$ cat src/hdl/assert_macros.svh
// Assertion macros used by the top-level RTL file.
`ifndef ASSERT_MACROS_SVH
`define ASSERT_MACROS_SVH
`ifndef ASSERT_OFF
// same-cycle implication
`define ASSERT_IMPL(lbl, clk, rstn, ante, cons) \
  lbl: assert property (@(posedge clk) disable iff (!(rstn)) (ante) |-> (cons)) \
    else $error("assertion failed: implication");
// next-cycle implication
`define ASSERT_NEXT(lbl, clk, rstn, ante, cons) \
  lbl: assert property (@(posedge clk) disable iff (!(rstn)) (ante) |=> (cons)) \
    else $error("assertion failed: next-cycle implication");
`else
`define ASSERT_IMPL(lbl, clk, rstn, ante, cons)
`define ASSERT_NEXT(lbl, clk, rstn, ante, cons)
`endif
`endif

$ cat src/hdl/ssce_pkg.sv
// Package: types, command constants and segment tables of the command encoder.
`default_nettype none
package ssce_pkg;

  typedef enum logic [2:0] {
    MODE_DIGIT      = 3'd0,
    MODE_UNSIGNED   = 3'd1,
    MODE_SIGNED     = 3'd2,
    MODE_TEXT       = 3'd3,
    MODE_POWER_ON   = 3'd4,
    MODE_BRIGHTNESS = 3'd5,
    MODE_POWER_OFF  = 3'd6
  } mode_t;

  localparam int CNT_W = 4;  // byte count of one run, up to eight bytes

  localparam logic [7:0] CMD_DATA_AUTO  = 8'h40;
  localparam logic [7:0] CMD_DATA_FIXED = 8'h44;
  localparam logic [7:0] CMD_ADDR       = 8'hC0;
  localparam logic [7:0] CMD_DISP_ON    = 8'd136;
  localparam logic [7:0] CMD_DISP_OFF   = 8'd128;
  localparam logic [7:0] SEG_MINUS      = 8'd64;
  localparam logic [7:0] SEG_BLANK      = 8'd0;

  // run description handed down the pipeline to the serializer
  typedef struct packed {
    logic [CNT_W-1:0] count;
    logic [7:0]       hdr0;
    logic [7:0]       hdr1;
    logic [7:0]       single;
    logic             seg_run;
  } run_ctrl_t;

  // per-lane operands
  typedef struct packed {
    logic [15:0] value;
    logic [7:0]  ch;
    logic        ch_en;
    logic        text;
    logic        minus;
  } lane_in_t;

  function automatic logic [7:0] digit_seg(input logic [3:0] d);
    logic [7:0] s;
    case (d)
      4'd0: s = 8'd63;
      4'd1: s = 8'd6;
      4'd2: s = 8'd91;
      4'd3: s = 8'd79;
      4'd4: s = 8'd102;
      4'd5: s = 8'd109;
      4'd6: s = 8'd125;
      4'd7: s = 8'd7;
      4'd8: s = 8'd127;
      4'd9: s = 8'd111;
      default: s = SEG_BLANK;
    endcase
    return s;
  endfunction

  function automatic logic [7:0] letter_seg(input logic [4:0] i);
    logic [7:0] s;
    case (i)
      5'd0:  s = 8'd119;
      5'd1:  s = 8'd127;
      5'd2:  s = 8'd57;
      5'd3:  s = 8'd63;
      5'd4:  s = 8'd121;
      5'd5:  s = 8'd113;
      5'd6:  s = 8'd125;
      5'd7:  s = 8'd118;
      5'd8:  s = 8'd6;
      5'd9:  s = 8'd31;
      5'd10: s = 8'd121;
      5'd11: s = 8'd56;
      5'd12: s = 8'd55;
      5'd13: s = 8'd116;
      5'd14: s = 8'd63;
      5'd15: s = 8'd115;
      5'd16: s = 8'd103;
      5'd17: s = 8'd119;
      5'd18: s = 8'd109;
      5'd19: s = 8'd7;
      5'd20: s = 8'd62;
      5'd21: s = 8'd62;
      5'd22: s = 8'd1;
      5'd23: s = 8'd118;
      5'd24: s = 8'd102;
      5'd25: s = 8'd91;
      default: s = SEG_BLANK;
    endcase
    return s;
  endfunction

  // ASCII to segments, case-insensitive; anything else is blank
  function automatic logic [7:0] char_seg(input logic [7:0] c);
    logic [7:0] s;
    logic [7:0] off;
    s   = SEG_BLANK;
    off = 8'd0;
    if (c >= 8'd65 && c <= 8'd90) begin
      off = c - 8'd65;
      s   = letter_seg(off[4:0]);
    end else if (c >= 8'd97 && c <= 8'd122) begin
      off = c - 8'd97;
      s   = letter_seg(off[4:0]);
    end else if (c >= 8'd48 && c <= 8'd57) begin
      off = c - 8'd48;
      s   = digit_seg(off[3:0]);
    end
    return s;
  endfunction

  function automatic int unsigned pow10(input int k);
    int unsigned p;
    p = 1;
    for (int i = 0; i < k; i++) begin
      p = p * 10;
    end
    return p;
  endfunction

endpackage
`default_nettype wire

$ cat src/hdl/ssce_if.sv
// Channel interfaces: request channel and command byte channel.
`default_nettype none
interface ssce_in_if;
  logic        valid;
  logic        ready;
  logic [2:0]  mode;
  logic [15:0] number;
  logic [3:0]  digit_value;
  logic [2:0]  position;
  logic [7:0]  char_first;
  logic [7:0]  char_second;
  logic [7:0]  char_third;
  logic [7:0]  char_fourth;
  logic [2:0]  text_length;
  logic [3:0]  brightness;

  modport source (
    output valid, mode, number, digit_value, position, char_first, char_second,
           char_third, char_fourth, text_length, brightness,
    input  ready
  );
  modport sink (
    input  valid, mode, number, digit_value, position, char_first, char_second,
           char_third, char_fourth, text_length, brightness,
    output ready
  );
endinterface

interface ssce_out_if;
  logic       valid;
  logic       ready;
  logic [7:0] wire_byte;
  logic       frame_start;
  logic       last;

  modport source (output valid, wire_byte, frame_start, last, input ready);
  modport sink (input valid, wire_byte, frame_start, last, output ready);
endinterface
`default_nettype wire

$ cat src/hdl/ssce_lane.sv
// One display position: decimal digit extraction and text lookup, three stages.
`default_nettype none
module ssce_lane import ssce_pkg::*; #(
  parameter int unsigned POW = 1  // weight of this position, 10^k
) (
  input  logic       clk,
  input  logic       en,
  input  lane_in_t   din,
  output logic [7:0] seg
);

  // exact floor division for 16-bit dividends: ceil(2^33 / d), d < 2^17
  localparam logic [33:0] RECIP   = 34'(((64'd1 << 33) + 64'(POW) - 64'd1) / 64'(POW));
  localparam logic [33:0] RECIP10 = 34'(((64'd1 << 33) + 64'd9) / 64'd10);

  logic [49:0] prod1;
  logic [49:0] prod2;
  logic [15:0] q1_r, q2_r, t2_r;
  logic [7:0]  txt1_r, txt2_r;
  logic        text1_r, text2_r, minus1_r, minus2_r;
  logic [15:0] rem;
  logic [7:0]  seg_r;

  assign prod1 = 50'(din.value) * 50'(RECIP);
  assign prod2 = 50'(q1_r) * 50'(RECIP10);
  assign rem   = q2_r - 16'(t2_r * 16'd10);

  always_ff @(posedge clk) begin
    if (en) begin
      // stage 1: value / 10^k
      q1_r     <= prod1[48:33];
      txt1_r   <= din.ch_en ? char_seg(din.ch) : SEG_BLANK;
      text1_r  <= din.text;
      minus1_r <= din.minus;
      // stage 2: quotient / 10
      q2_r     <= q1_r;
      t2_r     <= prod2[48:33];
      txt2_r   <= txt1_r;
      text2_r  <= text1_r;
      minus2_r <= minus1_r;
      // stage 3: text, minus sign or remainder to segments
      if (text2_r) begin
        seg_r <= txt2_r;
      end else if (minus2_r) begin
        seg_r <= SEG_MINUS;
      end else begin
        seg_r <= digit_seg(rem[3:0]);
      end
    end
  end

  assign seg = seg_r;

endmodule
`default_nettype wire

$ cat src/hdl/ssce_ser.sv
// Merge of lane results into a byte run and the byte serializer with output register.
`default_nettype none
module ssce_ser import ssce_pkg::*; #(
  parameter int DIGITS = 4
) (
  input  logic                   clk,
  input  logic                   rst_n,
  input  logic                   pend_valid,
  input  run_ctrl_t              pend_ctrl,
  input  logic [DIGITS-1:0][7:0] pend_seg,
  output logic                   load,
  output logic                   out_valid,
  input  logic                   out_ready,
  output logic [7:0]             out_byte,
  output logic                   out_fs,
  output logic                   out_last
);

  localparam int NB = DIGITS + 2;

  logic [7:0]       fb [NB];
  logic             ff [NB];
  logic [7:0]       sb_r [NB-1];
  logic             sf_r [NB-1];
  logic [CNT_W-1:0] rem_r;
  logic             out_valid_r, fs_r, last_r;
  logic [7:0]       byte_r;
  logic             adv, have;

  assign adv  = !out_valid_r || out_ready;
  assign have = rem_r != '0;
  assign load = adv && !have && pend_valid;

  // merge: two header bytes, then one byte per lane or the single digit
  always_comb begin
    fb[0] = pend_ctrl.hdr0;
    ff[0] = 1'b1;
    fb[1] = pend_ctrl.hdr1;
    ff[1] = 1'b1;
    for (int p = 0; p < DIGITS; p++) begin
      if (pend_ctrl.seg_run) begin
        fb[p+2] = pend_seg[p];
      end else if (p == 0) begin
        fb[p+2] = pend_ctrl.single;
      end else begin
        fb[p+2] = SEG_BLANK;
      end
      ff[p+2] = 1'b0;
    end
  end

  always_ff @(posedge clk) begin
    if (!rst_n) begin
      out_valid_r <= 1'b0;
      rem_r       <= '0;
    end else if (adv) begin
      if (have) begin
        out_valid_r <= 1'b1;
        rem_r       <= rem_r - CNT_W'(1);
      end else if (pend_valid && pend_ctrl.count != '0) begin
        out_valid_r <= 1'b1;
        rem_r       <= pend_ctrl.count - CNT_W'(1);
      end else begin
        out_valid_r <= 1'b0;
      end
    end
  end

  always_ff @(posedge clk) begin
    if (adv) begin
      if (have) begin
        byte_r <= sb_r[0];
        fs_r   <= sf_r[0];
        last_r <= rem_r == CNT_W'(1);
        for (int i = 0; i < NB - 2; i++) begin
          sb_r[i] <= sb_r[i+1];
          sf_r[i] <= sf_r[i+1];
        end
      end else begin
        byte_r <= fb[0];
        fs_r   <= ff[0];
        last_r <= pend_ctrl.count == CNT_W'(1);
        for (int i = 0; i < NB - 1; i++) begin
          sb_r[i] <= fb[i+1];
          sf_r[i] <= ff[i+1];
        end
      end
    end
  end

  assign out_valid = out_valid_r;
  assign out_byte  = byte_r;
  assign out_fs    = fs_r;
  assign out_last  = last_r;

endmodule
`default_nettype wire

$ cat src/hdl/seven_segment_command_encoder_top.sv
// Top level of the seven-segment command encoder.
`default_nettype none
`include "assert_macros.svh"
// Turns display requests into the byte runs of a multi-digit seven-segment
// driver chip: one out_ch beat per byte, frame_start on the header bytes,
// last on the final byte of each run. A digit request gives 3 bytes, a number
// or text request DIGITS+2 bytes, power on / brightness / power off 1 byte;
// invalid requests, power on while on and power off while off give none.
// Bytes leave at one per cycle while out_ch.ready stays high, back to back
// across requests; the byte serializer sets this pace. A request with no
// bytes still takes a serializer load slot, which leaves out_ch.valid low
// for a single cycle when the serializer is busy.
// A request is taken every cycle as long as the serializer keeps pace. On its
// way to out_ch the first byte passes the decode register, three lane stages
// (divide by 10^k, divide by 10, remainder to segments) and the output
// register. One lane per display position runs in parallel.
// The display_on flag is updated in request order when the beat is taken.
module seven_segment_command_encoder_top import ssce_pkg::*; #(
  parameter int DIGITS = 4  // display positions, 1..6
) (
  input  logic       clk,
  input  logic       rst_n,
  ssce_in_if.sink    in_ch,
  ssce_out_if.source out_ch
);

  localparam logic [CNT_W-1:0] DIG_CNT = CNT_W'(DIGITS);
  localparam logic [CNT_W-1:0] RUN_CNT = CNT_W'(DIGITS + 2);

  logic                   acc, en, load;
  logic                   display_on_r, display_on_nxt;
  run_ctrl_t              dec_ctrl;
  lane_in_t               dec_lane [DIGITS];
  logic                   neg;
  logic [15:0]            val;
  run_ctrl_t              ctrl_r [4];
  lane_in_t               lane_r [DIGITS];
  logic [3:0]             vld_r;
  logic [DIGITS-1:0][7:0] seg;

  // pipeline moves as a whole whenever its last stage is empty or drains
  assign en          = !vld_r[3] || load;
  assign in_ch.ready = en;
  assign acc         = in_ch.valid && in_ch.ready;

  // request decode
  always_comb begin
    dec_ctrl       = '0;
    neg            = 1'b0;
    display_on_nxt = display_on_r;
    case (mode_t'(in_ch.mode))
      MODE_DIGIT: begin
        if (in_ch.digit_value <= 4'd9 && {1'b0, in_ch.position} < DIG_CNT) begin
          dec_ctrl.count  = CNT_W'(3);
          dec_ctrl.hdr0   = CMD_DATA_FIXED;
          dec_ctrl.hdr1   = CMD_ADDR | {5'd0, in_ch.position};
          dec_ctrl.single = digit_seg(in_ch.digit_value);
        end
      end
      MODE_UNSIGNED, MODE_SIGNED, MODE_TEXT: begin
        dec_ctrl.count   = RUN_CNT;
        dec_ctrl.hdr0    = CMD_DATA_AUTO;
        dec_ctrl.hdr1    = CMD_ADDR;
        dec_ctrl.seg_run = 1'b1;
        neg = (mode_t'(in_ch.mode) == MODE_SIGNED) && in_ch.number[15];
      end
      MODE_POWER_ON: begin
        if (!display_on_r) begin
          dec_ctrl.count = CNT_W'(1);
          dec_ctrl.hdr0  = CMD_DISP_ON | {4'd0, in_ch.brightness};
          if (acc) begin
            display_on_nxt = 1'b1;
          end
        end
      end
      MODE_BRIGHTNESS: begin
        if (in_ch.brightness <= 4'd7) begin
          dec_ctrl.count = CNT_W'(1);
          dec_ctrl.hdr0  = CMD_DISP_ON | {4'd0, in_ch.brightness};
        end
      end
      MODE_POWER_OFF: begin
        if (display_on_r) begin
          dec_ctrl.count = CNT_W'(1);
          dec_ctrl.hdr0  = CMD_DISP_OFF;
          if (acc) begin
            display_on_nxt = 1'b0;
          end
        end
      end
      default: begin
        dec_ctrl = '0;
      end
    endcase
  end

  // negative numbers show a minus sign, then the magnitude
  assign val = neg ? 16'(16'd0 - in_ch.number) : in_ch.number;

  // lane p is display position p, most significant first
  always_comb begin
    for (int p = 0; p < DIGITS; p++) begin
      dec_lane[p].value = val;
      dec_lane[p].text  = mode_t'(in_ch.mode) == MODE_TEXT;
      dec_lane[p].minus = neg && (p == 0);
      dec_lane[p].ch_en = (3'(p) < in_ch.text_length) && (p < 4);
      if (p == 0) begin
        dec_lane[p].ch = in_ch.char_first;
      end else if (p == 1) begin
        dec_lane[p].ch = in_ch.char_second;
      end else if (p == 2) begin
        dec_lane[p].ch = in_ch.char_third;
      end else if (p == 3) begin
        dec_lane[p].ch = in_ch.char_fourth;
      end else begin
        dec_lane[p].ch = 8'd0;
      end
    end
  end

  always_ff @(posedge clk) begin
    if (!rst_n) begin
      vld_r        <= '0;
      display_on_r <= 1'b0;
    end else begin
      display_on_r <= display_on_nxt;
      if (en) begin
        vld_r <= {vld_r[2:0], acc};
      end
    end
  end

  always_ff @(posedge clk) begin
    if (en) begin
      ctrl_r[0] <= dec_ctrl;
      ctrl_r[1] <= ctrl_r[0];
      ctrl_r[2] <= ctrl_r[1];
      ctrl_r[3] <= ctrl_r[2];
      for (int p = 0; p < DIGITS; p++) begin
        lane_r[p] <= dec_lane[p];
      end
    end
  end

  for (genvar p = 0; p < DIGITS; p++) begin : g_lane
    ssce_lane #(
      .POW (pow10(DIGITS - 1 - p))
    ) u_lane (
      .clk (clk),
      .en  (en),
      .din (lane_r[p]),
      .seg (seg[p])
    );
  end

  ssce_ser #(
    .DIGITS (DIGITS)
  ) u_ser (
    .clk        (clk),
    .rst_n      (rst_n),
    .pend_valid (vld_r[3]),
    .pend_ctrl  (ctrl_r[3]),
    .pend_seg   (seg),
    .load       (load),
    .out_valid  (out_ch.valid),
    .out_ready  (out_ch.ready),
    .out_byte   (out_ch.wire_byte),
    .out_fs     (out_ch.frame_start),
    .out_last   (out_ch.last)
  );

  // power requests leave the on flag in the requested state
  `ASSERT_NEXT(a_pwr_on, clk, rst_n, acc && in_ch.mode == MODE_POWER_ON, display_on_r)
  `ASSERT_NEXT(a_pwr_off, clk, rst_n, acc && in_ch.mode == MODE_POWER_OFF, !display_on_r)
  // the on flag only moves on a request beat
  `ASSERT_IMPL(a_flag_acc, clk, rst_n, $past(rst_n) && !$stable(display_on_r), $past(acc))
  // a finished run waiting on the serializer is never dropped
  `ASSERT_NEXT(a_pend_hold, clk, rst_n, vld_r[3] && !load, vld_r[3])

endmodule
`default_nettype wire
$ cat src/flat_wrapper.sv
// flat-port wrapper written by rule: the top's interface ports become plain ports
module seven_segment_command_encoder_top_flat import ssce_pkg::*;
#(
  parameter int DIGITS = 4                            
)
  (clk, rst_n, in_ch_valid, in_ch_mode, in_ch_number, in_ch_digit_value, in_ch_position, in_ch_char_first, in_ch_char_second, in_ch_char_third, in_ch_char_fourth, in_ch_text_length, in_ch_brightness, in_ch_ready, out_ch_valid, out_ch_wire_byte, out_ch_frame_start, out_ch_last, out_ch_ready);
  ssce_in_if in_ch_i ();
  ssce_out_if out_ch_i ();
  input  logic clk;
  input  logic rst_n;
  input wire logic [$bits(in_ch_i.valid)-1:0] in_ch_valid;
  input wire logic [$bits(in_ch_i.mode)-1:0] in_ch_mode;
  input wire logic [$bits(in_ch_i.number)-1:0] in_ch_number;
  input wire logic [$bits(in_ch_i.digit_value)-1:0] in_ch_digit_value;
  input wire logic [$bits(in_ch_i.position)-1:0] in_ch_position;
  input wire logic [$bits(in_ch_i.char_first)-1:0] in_ch_char_first;
  input wire logic [$bits(in_ch_i.char_second)-1:0] in_ch_char_second;
  input wire logic [$bits(in_ch_i.char_third)-1:0] in_ch_char_third;
  input wire logic [$bits(in_ch_i.char_fourth)-1:0] in_ch_char_fourth;
  input wire logic [$bits(in_ch_i.text_length)-1:0] in_ch_text_length;
  input wire logic [$bits(in_ch_i.brightness)-1:0] in_ch_brightness;
  output wire logic [$bits(in_ch_i.ready)-1:0] in_ch_ready;
  output wire logic [$bits(out_ch_i.valid)-1:0] out_ch_valid;
  output wire logic [$bits(out_ch_i.wire_byte)-1:0] out_ch_wire_byte;
  output wire logic [$bits(out_ch_i.frame_start)-1:0] out_ch_frame_start;
  output wire logic [$bits(out_ch_i.last)-1:0] out_ch_last;
  input wire logic [$bits(out_ch_i.ready)-1:0] out_ch_ready;
  assign in_ch_i.valid = in_ch_valid;
  assign in_ch_i.mode = in_ch_mode;
  assign in_ch_i.number = in_ch_number;
  assign in_ch_i.digit_value = in_ch_digit_value;
  assign in_ch_i.position = in_ch_position;
  assign in_ch_i.char_first = in_ch_char_first;
  assign in_ch_i.char_second = in_ch_char_second;
  assign in_ch_i.char_third = in_ch_char_third;
  assign in_ch_i.char_fourth = in_ch_char_fourth;
  assign in_ch_i.text_length = in_ch_text_length;
  assign in_ch_i.brightness = in_ch_brightness;
  assign in_ch_ready = in_ch_i.ready;
  assign out_ch_valid = out_ch_i.valid;
  assign out_ch_wire_byte = out_ch_i.wire_byte;
  assign out_ch_frame_start = out_ch_i.frame_start;
  assign out_ch_last = out_ch_i.last;
  assign out_ch_i.ready = out_ch_ready;
  seven_segment_command_encoder_top #(.DIGITS(DIGITS)) u_core (.clk(clk), .rst_n(rst_n), .in_ch(in_ch_i), .out_ch(out_ch_i));
endmodule
$ cat config.mk
export PLATFORM = sky130hd
export DESIGN_NAME = seven_segment_command_encoder_top_flat
export DESIGN_NICKNAME = d
export VERILOG_FILES = /design/src/hdl/ssce_pkg.sv /design/src/hdl/ssce_if.sv /design/src/hdl/ssce_lane.sv /design/src/hdl/ssce_ser.sv /design/src/hdl/seven_segment_command_encoder_top.sv /design/src/flat_wrapper.sv
export VERILOG_INCLUDE_DIRS = /design/src /design/src/hdl
export SDC_FILE = /design/constraint.sdc
export NUM_CORES = 2
export LEC_CHECK = 0
export BUFFER_PORTS_ARGS = -buffer_cell sky130_fd_sc_hd__buf_2
export CORE_MARGIN = 1.5
export CORE_UTILIZATION = 30
export CTS_CLUSTER_DIAMETER = 50
export CTS_CLUSTER_SIZE = 12
export DETAILED_ROUTE_END_ITERATION = 7
export MAX_ROUTING_LAYER = met4
export PLACE_DENSITY = 0.51
export SLEW_MARGIN = 20
export SYNTH_ARGS = -nofsm -noshare
export SYNTH_HDL_FRONTEND = slang
export SYNTH_SLANG_ARGS = --single-unit
$ cat constraint.sdc
create_clock -name clk -period 24.3 [get_ports clk]
set_input_delay 7.29 -clock clk [delete_from_list [all_inputs] [get_ports clk]]
set_output_delay 7.29 -clock clk [all_outputs]
set_load 0.1 [all_outputs]
==> impl_results.md <==
* Outcome: completed
* Clk buf depth at 3
* Initial Utilization at between 30% and 40%
* Synth async-reset ratio at 0%
* RePlAce Congestion at 0.886
* Worst-Skew Late Latency at 0.63 ns
* Worst path cell trace: buf_2, nand2b_2, nand2_1, nand2_4, buf_2
* Most frequent cells in the layout: inv_1 (745), ha_1 (730), fa_1 (454)
* Vias at around 25000
* Type of origin of the critical path: input port
* Vias in the first global route at between 20000 and 30000
* Tightest Hold Check Type: flip-flop to flip-flop
* Clk slew on worst S/H paths at roughly 0.06 ns
* R2R Path Start: u_core.lane_r[0][23]$_DFFE_PN_
* I/O Pins at 81
* Final Setup Violations at 0
* End of the worst register-to-register path: u_core.g_lane[2].u_lane.q1_r[12]$_DFFE_PN_
* Initial detailed-routing violation count at 1525
* Full die area at ~130000 um2
* Worst hold stages at 0
* Commonest non-fill, non-tap cell in the layout: inv_1
* Synth Area per Inst at 10.9 um2
* Final Hold Viols at 0
* Max-cap violations at 0
* Netlist cell types at 78
* Period utilization at 66.9%
* Wire per inst at 16.9 um
* Worst path slowest cell: nand2b_2
* Post-CTS Setup Bufs at 0
* Area Growth Syn to Fin at 10.8%
* Hold Crit Start: u_core.ctrl_r[1][0]$_DFFE_PN_
* Initial antenna violation count at 2
* Setup slack on the worst flop-to-flop path at roughly 17 ns
* Die W at about 370 um
* Total CTS buffers at 49
* Largest net degree at the start of global routing at between 60 and 70
* Pins Over Slew Limit at 0
* Cells after Synth at 3615
* Cell area after synthesis at roughly 39000 um2
* CTS tree: yes
* Row Count at 132
* Core area at 130000 um2
* TNS Setup at 0 ns
* Seq/Total Area, Yosys at 26.9%
* Worst-Margin Slew at 1.13 ns
* HPWL after DPL at 75800 um
* CP peak stage delay at a little over 0.7 ns
* Tmin final at roughly 16 ns
* Clock skew at between 0.02 and 0.03 ns
* Worst Path Max Fanout at 37
* Final #Nets at 4968
* Post-cts gate resize count at 0
* Crit Path Class: input port to output port
* First-pass GRT wire length at 148000 um
* Drt first pass iters at 5
* RSZ-0062 raised after global routing: false
* Mapped Nets at 4868
* # clock sinks at 357
* Seq cells post-synth at around 360
* Synth warn at 0
* Crit end category: output port
* Cells on worst reg2reg path at 19
* WP data required at 17.01 ns
* Layout cell share with drive strength beyond 1 at 6.37%
* Top FF cell, synth: edfxtp_1
* All-layer global routing usage at 14.7%
* CTS H-tree depth at 2
* Max Freq at 61.5 MHz
* Routed WL at ~93000 um
* DRC viols at 0
* Chip Height at ~370 um
* Rel. slew slack at 24.4%
* DR vias/cell at 4.59
* # hold bufs at CTS at 0
* Buffers added on ports at 80
* Crit path buffers/inverters at 2
* CTS Root Cell: clkbuf_16
* Final ANT Viol Nets at 0
* Number of enable flip-flop cells after synthesis at ~350
* Cell family with most CP delay: simple AND/OR/NAND/NOR gates
* Most used cell, CP: buf_2
* Global route overflow at 0
* Critical path arrival at 8.97 ns
* CP startpoint: out_ch_ready
* Hold EP: u_core.ctrl_r[2][0]$_DFFE_PN_
[registers in the layout, indices dropped and copies added (netlist names), 4 cells and up, named ones only]
register	flops
u_core.u_ser.rem_r	4
u_core.g_lane.u_lane.txt1_r	28
u_core.g_lane.u_lane.q1_r	46
u_core.u_ser.out_byte	8
u_core.g_lane.u_lane.txt2_r	28
u_core.g_lane.u_lane.t2_r	12
u_core.u_ser.sb_r	36
u_core.lane_r	54
u_core.g_lane.u_lane.seg	28
u_core.ctrl_r	80
u_core.g_lane.u_lane.q2_r	16
u_core.u_ser.sf_r	5
u_core.vld_r	4
[layout make-up]
cell class,count,area (um2)
Antenna cell,2,5.00
Clock buffer,60,1310
Clock inverter,29,354
Fill cell,13100,86300
Inverter,747,2800
Multi-Input combinational cell,2453,25800
Sequential cell,357,10600
Tap cell,1742,2180
Timing Repair Buffer,107,611
[metrics by stage]
stage / utilization (%) / hold WS (ns) / instance area, um2 / worst slack (ns) / cells
finish: 33.6 / 0.413 / 43700 / 8.04 / 5497
global route: 33.6 / 0.421 / 43700 / 7.85 / 5496
CTS: 33.6 / 0.415 / 43600 / 7.98 / 5494
detailed placement: 32.3 / 0.405 / 42000 / 7.98 / 5405
global placement: 32.3 / 0.401 / 42000 / 7.99 / 5405
floorplan: - / 0.400 / 39400 / 1.49 / 3615
[cell families after synthesis]
logic type / count (synthesis) / share of synthesized area (%)
fa+ha+maj: 1184 / 46.2
buf+inv: 805 / 7.67
compound gates: 574 / 9.33
simple gates: 565 / 6.86
flops: 357 / 26.9
xor+xnor: 103 / 2.29
mux: 26 / 0.692
other cells: 1 / 0.00951
[synth_stat cells, types with 23 or more instances]
library cell	count	share of area, %
nor3_1	29	0.37
and2_1	35	0.56
ha_1	730	23
o22ai_1	23	0.37
nand2_1	207	2.0
a21o_1	53	1.0
fa_1	454	23
clkbuf_1	54	0.51
a211oi_1	25	0.48
a21oi_1	169	2.1
inv_1	745	7.1
o21ai_0	120	1.5
edfxtp_1	346	26
nor2_1	112	1.1
xnor2_1	67	1.5
nand2b_1	25	0.40
nand3_1	54	0.69
xor2_1	36	0.80
o21a_1	35	0.67
[routing by layer]
metal | vias to the layer above | global-route usage, % | share of wire (%)
li1 | 12400 | - | -
met1 | 12300 | 19.4 | 47
met2 | 402 | 23.0 | 45
met3 | 104 | 2.89 | 5.0
met4 | 0 | 3.89 | 2.6
met5 | - | - | 0
[worst max-delay path by stage]
stage	slack (ns)	endpoint	cells past startpoint
2_1_floorplan	1.49	in_ch_ready	3
3_3_place_gp	7.99	in_ch_ready	5
3_5_place_dp	7.98	in_ch_ready	5
4_1_cts	7.98	in_ch_ready	5
5_1_grt	7.85	in_ch_ready	5
6_report	8.04	in_ch_ready	5
Power is left out: the tool's default activity adds up to more than one toggle a clock period on the data nets, which glitch-free logic cannot reach.
